===== src/hw/rtl/amt_pkg.sv =====
// Shared types, constants and reset values for the awareness message trigger.
package amt_pkg;

  // Position width in bits (two's complement, centimetres).
  localparam int POS_BITS = 28;
  // Width of a squared position difference; the sum of two squares is one bit wider.
  localparam int POS_SQ_BITS = 2 * POS_BITS;
  localparam int DIST_BITS = POS_SQ_BITS + 1;

  // The low-frequency container is added to a message once this long has passed since it was last carried.
  localparam logic [31:0] LOW_FREQ_PERIOD_MS = 32'd500;

  // Heading arithmetic, tenths of a degree.
  localparam logic [11:0] HDG_FULL = 12'd3600;
  localparam logic [11:0] HDG_HALF = 12'd1800;

  // Saturation value of the low-dynamics counter.
  localparam logic [7:0] LOW_DYN_MAX = 8'hFF;

  // Reset values of the configuration registers.
  localparam logic [15:0] MIN_INTERVAL_RST      = 16'd100;
  localparam logic [15:0] MAX_INTERVAL_RST      = 16'd1000;
  localparam logic [10:0] HEADING_THRESHOLD_RST = 11'd40;
  localparam logic [15:0] POSITION_THRESH_RST   = 16'd400;
  localparam logic [15:0] SPEED_THRESHOLD_RST   = 16'd50;
  localparam logic        CONGESTION_EN_RST     = 1'b1;
  localparam logic        FIXED_RATE_RST        = 1'b0;
  localparam logic [7:0]  LOW_DYN_LIMIT_RST     = 8'd3;

  // Reset value of the adaptive generation interval.
  localparam logic [15:0] GEN_INTERVAL_RST = 16'd1000;

  // Configuration register indexes.
  typedef enum logic [2:0] {
    REG_MIN_INTERVAL  = 3'd0,
    REG_MAX_INTERVAL  = 3'd1,
    REG_HEADING_THR   = 3'd2,
    REG_POSITION_THR  = 3'd3,
    REG_SPEED_THR     = 3'd4,
    REG_CONGESTION_EN = 3'd5,
    REG_FIXED_RATE    = 3'd6,
    REG_LOW_DYN_LIMIT = 3'd7
  } cfg_reg_t;

  // Reason for generating a message.
  typedef enum logic [1:0] {
    CAUSE_NONE     = 2'd0,
    CAUSE_FIXED    = 2'd1,
    CAUSE_DYNAMICS = 2'd2,
    CAUSE_TIMEOUT  = 2'd3
  } cause_t;

  typedef struct packed {
    logic [15:0] min_interval_ms;
    logic [15:0] max_interval_ms;
    logic [10:0] heading_threshold;
    logic [15:0] position_threshold_cm;
    logic [15:0] speed_threshold;
    logic        congestion_enable;
    logic        fixed_rate;
    logic [7:0]  low_dynamics_limit;
  } cfg_t;

  typedef struct packed {
    logic [31:0]                last_send_time;
    logic [31:0]                last_low_time;
    logic                       low_pending;
    logic signed [POS_BITS-1:0] last_x;
    logic signed [POS_BITS-1:0] last_y;
    logic signed [15:0]         last_speed;
    logic [11:0]                last_heading;
    logic [15:0]                gen_interval;
    logic [7:0]                 low_dyn_count;
  } state_t;

  typedef struct packed {
    logic [31:0]                now_ms;
    logic signed [POS_BITS-1:0] pos_x_cm;
    logic signed [POS_BITS-1:0] pos_y_cm;
    logic signed [15:0]         speed_cms;
    logic [11:0]                heading_ddeg;
    logic [15:0]                congestion_delay_ms;
  } in_item_t;

  typedef struct packed {
    logic        send;
    logic        with_low_freq;
    cause_t      cause;
    logic [15:0] interval_ms;
  } out_item_t;

endpackage


===== src/hw/rtl/amt_decide.sv =====
// Single-pass send decision and state update for one tick.
module amt_decide
  import amt_pkg::*;
(
  input  cfg_t      cfg,
  input  state_t    st,
  input  in_item_t  item,
  output out_item_t res,
  output state_t    st_next
);

  logic [31:0]          elapsed;
  logic [15:0]          gap_lo;
  logic [15:0]          gap;
  logic                 gap_ok;

  logic [11:0]          hd_raw;
  logic [11:0]          hd_mod;
  logic [11:0]          hd_fold;
  logic                 hdg_trig;

  logic signed [POS_BITS:0] dx_diff;
  logic signed [POS_BITS:0] dy_diff;
  logic [POS_BITS-1:0]  dx_abs;
  logic [POS_BITS-1:0]  dy_abs;
  logic [POS_SQ_BITS-1:0] dx_sq;
  logic [POS_SQ_BITS-1:0] dy_sq;
  logic [DIST_BITS-1:0] dist_sq;
  logic [31:0]          thr_sq;
  logic                 pos_trig;

  logic signed [16:0]   sd_diff;
  logic [15:0]          sd_abs;
  logic                 spd_trig;

  logic                 dyn;
  logic [7:0]           cnt_inc;
  logic [31:0]          low_age;
  cause_t               cause;
  logic                 send;
  logic                 lowf;

  assign elapsed = item.now_ms - st.last_send_time;

  // Minimum gap: congestion delay clamped to the interval bounds, max wins; with congestion off, the minimum interval.
  always_comb begin
    gap_lo = (item.congestion_delay_ms > cfg.min_interval_ms) ?
             item.congestion_delay_ms : cfg.min_interval_ms;
    if (cfg.congestion_enable) begin
      gap = (gap_lo > cfg.max_interval_ms) ? cfg.max_interval_ms : gap_lo;
    end else begin
      gap = cfg.min_interval_ms;
    end
  end

  assign gap_ok = (elapsed >= {16'd0, gap});

  // Heading change, folded onto the shorter way round the circle.
  always_comb begin
    hd_raw  = (item.heading_ddeg > st.last_heading) ?
              (item.heading_ddeg - st.last_heading) :
              (st.last_heading - item.heading_ddeg);
    hd_mod  = (hd_raw >= HDG_FULL) ? (hd_raw - HDG_FULL) : hd_raw;
    hd_fold = (hd_mod > HDG_HALF) ? (HDG_FULL - hd_mod) : hd_mod;
  end

  assign hdg_trig = (hd_fold > {1'b0, cfg.heading_threshold});

  // Distance moved, compared as squares so no root is needed.
  assign dx_diff = {item.pos_x_cm[POS_BITS-1], item.pos_x_cm} -
                   {st.last_x[POS_BITS-1], st.last_x};
  assign dy_diff = {item.pos_y_cm[POS_BITS-1], item.pos_y_cm} -
                   {st.last_y[POS_BITS-1], st.last_y};

  always_comb begin
    logic [POS_BITS:0] dx_neg;
    logic [POS_BITS:0] dy_neg;
    dx_neg = -dx_diff;
    dy_neg = -dy_diff;
    dx_abs = dx_diff[POS_BITS] ? dx_neg[POS_BITS-1:0] : dx_diff[POS_BITS-1:0];
    dy_abs = dy_diff[POS_BITS] ? dy_neg[POS_BITS-1:0] : dy_diff[POS_BITS-1:0];
  end

  assign dx_sq   = {{POS_BITS{1'b0}}, dx_abs} * {{POS_BITS{1'b0}}, dx_abs};
  assign dy_sq   = {{POS_BITS{1'b0}}, dy_abs} * {{POS_BITS{1'b0}}, dy_abs};
  assign dist_sq = {1'b0, dx_sq} + {1'b0, dy_sq};
  assign thr_sq  = {16'd0, cfg.position_threshold_cm} *
                   {16'd0, cfg.position_threshold_cm};
  assign pos_trig = (dist_sq > {{(DIST_BITS-32){1'b0}}, thr_sq});

  // Speed change.
  assign sd_diff = {item.speed_cms[15], item.speed_cms} -
                   {st.last_speed[15], st.last_speed};

  always_comb begin
    logic [16:0] sd_neg;
    sd_neg = -sd_diff;
    sd_abs = sd_diff[16] ? sd_neg[15:0] : sd_diff[15:0];
  end

  assign spd_trig = (sd_abs > cfg.speed_threshold);
  assign dyn      = hdg_trig || pos_trig || spd_trig;

  assign cnt_inc = (st.low_dyn_count != LOW_DYN_MAX) ?
                   (st.low_dyn_count + 8'd1) : st.low_dyn_count;
  assign low_age = item.now_ms - st.last_low_time;

  always_comb begin
    st_next = st;
    cause   = CAUSE_NONE;
    if (gap_ok) begin
      if (cfg.fixed_rate) begin
        cause = CAUSE_FIXED;
      end else if (dyn) begin
        cause = CAUSE_DYNAMICS;
        st_next.gen_interval  = (elapsed < {16'd0, cfg.max_interval_ms}) ?
                                elapsed[15:0] : cfg.max_interval_ms;
        st_next.low_dyn_count = '0;
      end else if (elapsed >= {16'd0, st.gen_interval}) begin
        cause = CAUSE_TIMEOUT;
        st_next.low_dyn_count = cnt_inc;
        if (cnt_inc >= cfg.low_dynamics_limit) begin
          st_next.gen_interval = cfg.max_interval_ms;
        end
      end
    end

    send = (cause != CAUSE_NONE);
    lowf = send && (st.low_pending || (low_age >= LOW_FREQ_PERIOD_MS));

    if (send) begin
      st_next.last_x         = item.pos_x_cm;
      st_next.last_y         = item.pos_y_cm;
      st_next.last_speed     = item.speed_cms;
      st_next.last_heading   = item.heading_ddeg;
      st_next.last_send_time = item.now_ms;
    end
    if (lowf) begin
      st_next.last_low_time = item.now_ms;
      st_next.low_pending   = 1'b0;
    end
  end

  always_comb begin
    res.send          = send;
    res.with_low_freq = lowf;
    res.cause         = cause;
    res.interval_ms   = st_next.gen_interval;
  end

endmodule


===== config.mk =====
export PLATFORM = sky130hd
export DESIGN_NAME = amt_decide
export DESIGN_NICKNAME = d
export VERILOG_FILES = /design/src/hw/rtl/amt_pkg.sv /design/src/hw/rtl/amt_decide.sv
export SDC_FILE = /design/constraint.sdc
export NUM_CORES = 2
export LEC_CHECK = 0
export BUFFER_PORTS_ARGS = -buffer_cell sky130_fd_sc_hd__clkbuf_2
export CORE_AREA = 10 10 398 400
export DETAILED_ROUTE_END_ITERATION = 7
export DIE_AREA = 0 0 408 410
export SYNTH_ARGS = -nofsm -noshare
export SYNTH_HDL_FRONTEND = slang
export SYNTH_SLANG_ARGS = --single-unit
export TNS_END_PERCENT = 1

===== constraint.sdc =====
create_clock -name vclk -period 29.1
set_input_delay 5.82 -clock vclk [all_inputs]
set_output_delay 5.82 -clock vclk [all_outputs]
set_load 0.03 [all_outputs]

==> flow_metrics.tcl <==
set metrics [dict create \
    hp-class "in2out" \
    crit_arrival_ns 22.15 \
    netlist.area_leader.share 0.4436 \
    numPortBuffers 583 \
    drtAntennaViolNets 0 \
    dr_total_vias 55120 \
    grt_max_degree 211 \
    fp.dieArea_um2 167300 \
    ys_warn_count 0 \
    clock_buffers 0 \
    vias_per_cell 5.256 \
    first_pass_iters 5 \
    ctsHoldBuffers 0 \
    crit_fanout 210 \
    ys_seq_area_frac 0 \
    yosys.area.top_type "fa_1" \
    syn_to_final_growth_pct 8.526 \
    status "finished, final reports clean" \
    crit_required_ns 23.28 \
    initial_core_util 0.4461 \
    drv_slew 0 \
    rows 143 \
    grt_pass1_wl_um 338400 \
    syn_inst 7962 \
    avgSynthCellArea_um2 8.451 \
    critPathKind "in2out" \
    synth_nets 10610 \
    fp.coreArea_um2 150800 \
    hold_viol 0 \
    pin_count 583 \
    worst_pin_slew_ns 1.261 \
    preCtsSetupSlack_ns -0.2298 \
    place.gp.congestion 1.009 \
    endpoint_kind "output port" \
    setup_ws_ns 1.129 \
    max_freq_ghz 0.03575 \
    synthTopCellsByArea "fa_1 44%, ha_1 14%, inv_1 12%" \
    wire_per_inst_um 20.56 \
    hpwl_um 189200 \
    antenna_found_initial 25 \
    fill_cells 14880 \
    cpMostUsedCell "fa_1" \
    maxSlewHeadroom 0.1520 \
    rsz0062_at_grt "false" \
    period_needed_ns 27.97 \
    wirelength_um 215500 \
    drtIter0Drc 3052 \
    die_h_um 410 \
    slowest_stage "fa_1" \
    setup_viol 0 \
    slowest_delay_ns 0.64 \
    drive_above_1_share 0.1014 \
    regArea_um2 0 \
    maxCapViolCount 0 \
    grt_pass1_vias 60660 \
    drc 0 \
    worstSetupStartpointType "input pin" \
    utilization 0.4841 \
    overflow 0 \
    seq_cells 0 \
    netlist_area_um2 67280 \
    nets 11100 \
    ys_types 102 \
    die_x_um 408 \
    grt_usage 0.2567 \
    fin_crit_sh 0.9612 \
    multiInputGateArea_um2 58390 \
]
[through the flow]
| stage | hold slack, ns | instance area, um2 | TNS (ns) | std cells |
|---|---|---|---|---|
| finish | 12.01 | 73020 | 0 | 10490 |
| global route | 12.03 | 73010 | 0 | 10480 |
| CTS | 12.01 | 72790 | 0 | 10460 |
| detailed placement | 12.01 | 72780 | -5.638 | 10460 |
| global placement | 12.00 | 72780 | 0 | 10460 |
| floorplan | 11.85 | 67280 | 0 | 7962 |
[per-layer routing]
metal,up-vias,GRT usage,wire length (um)
li1,25390,-,-
met1,27500,0.2898,78490
met2,1724,0.4788,112000
met3,478,0.03846,13450
met4,30,0.1068,11360
met5,-,0,207
[worst max-delay path: cells and delay by family]
| family | cells | cell delay [ns] |
|---|---|---|
| adder cells (fa/ha/maj) | 13 | 5.97 |
| AO/OA/AOI/OAI | 19 | 4.99 |
| AND/OR/NAND/NOR | 12 | 2.54 |
| buffers and inverters | 13 | 2.00 |
| XOR/XNOR | 2 | 0.46 |
| multiplexers | 1 | 0.29 |
[Yosys cell counts, types with 21 or more instances]
library cell and number:
nand3_1 75, o211ai_1 25, buf_2 23, o21ai_0 269, or3_1 33, mux2_1 28
nand2_1 800, nand2b_1 81, a31oi_1 41, clkinv_1 21, and3_1 51, clkbuf_1 174
mux2i_1 38, a211oi_1 22, xor2_1 90, mux2_2 46, xnor2_1 168, inv_1 2141
nor2_1 540, nor2b_1 44, o21bai_1 22, a21oi_1 265, and2_1 71, nand4_1 45
nor3_1 91, o21a_1 43, fa_1 1491, ha_1 768, a21o_1 98
[layout make-up]
class,instances,share of cell area
inverter,2163,0.1115
multi-input combinational,5572,0.7997
tap,2030,0.03478
timing repair buffer,716,0.05380
antenna,5,0.0001714
[final timing paths]
check	from	end	cells past startpoint	slack [ns]
max	item[72]	st_next[154]	60	1.13
min	item[90]	st_next[98]	4	12.01
[cell usage in the layout (no fill, tap or decap), types with 12 or more instances in the layout]
cell / instances
fa_1: 1491
a211oi_1: 21
o21bai_1: 22
o211ai_1: 25
mux2_1: 28
and3_1: 51
o31ai_1: 16
nor4_1: 15
nor3_1: 91
a21o_1: 98
and2_1: 71
a31oi_1: 41
a21boi_0: 18
nor2b_1: 44
nand3_1: 75
o2111ai_1: 16
nor2_1: 540
xor2_1: 84
or2_2: 19
a21oi_1: 262
clkinv_1: 17
a211o_1: 15
inv_1: 2138
ha_1: 768
o21ai_0: 267
or4_1: 12
o21a_1: 43
mux2_2: 46
clkbuf_2: 583
nand2_1: 800
a2111oi_0: 14
nand4_1: 45
xnor2_1: 159
mux2i_1: 37
or3_1: 33
o21ai_1: 17
nand2b_1: 81
buf_4: 132
[repair_timing]
action                                  CTS  global route
resized for setup                         1            13
endpoints found under the setup margin   70           192
pin swaps                                 0             2
setup buffers                             0            20
[cells by family after synthesis]
kind of cell	after synthesis	synth area share
muxes	112	0.01804
adders and majority gates	2259	0.5864
AOI/OAI and AO/OA	996	0.09480
and+or+nand+nor	1947	0.1319
buffers and inverters	2390	0.1353
xor gates and xnor gates	258	0.03358
Power is left out: the tool's default activity adds up to more than one toggle a clock period on the data nets, which glitch-free logic cannot reach.
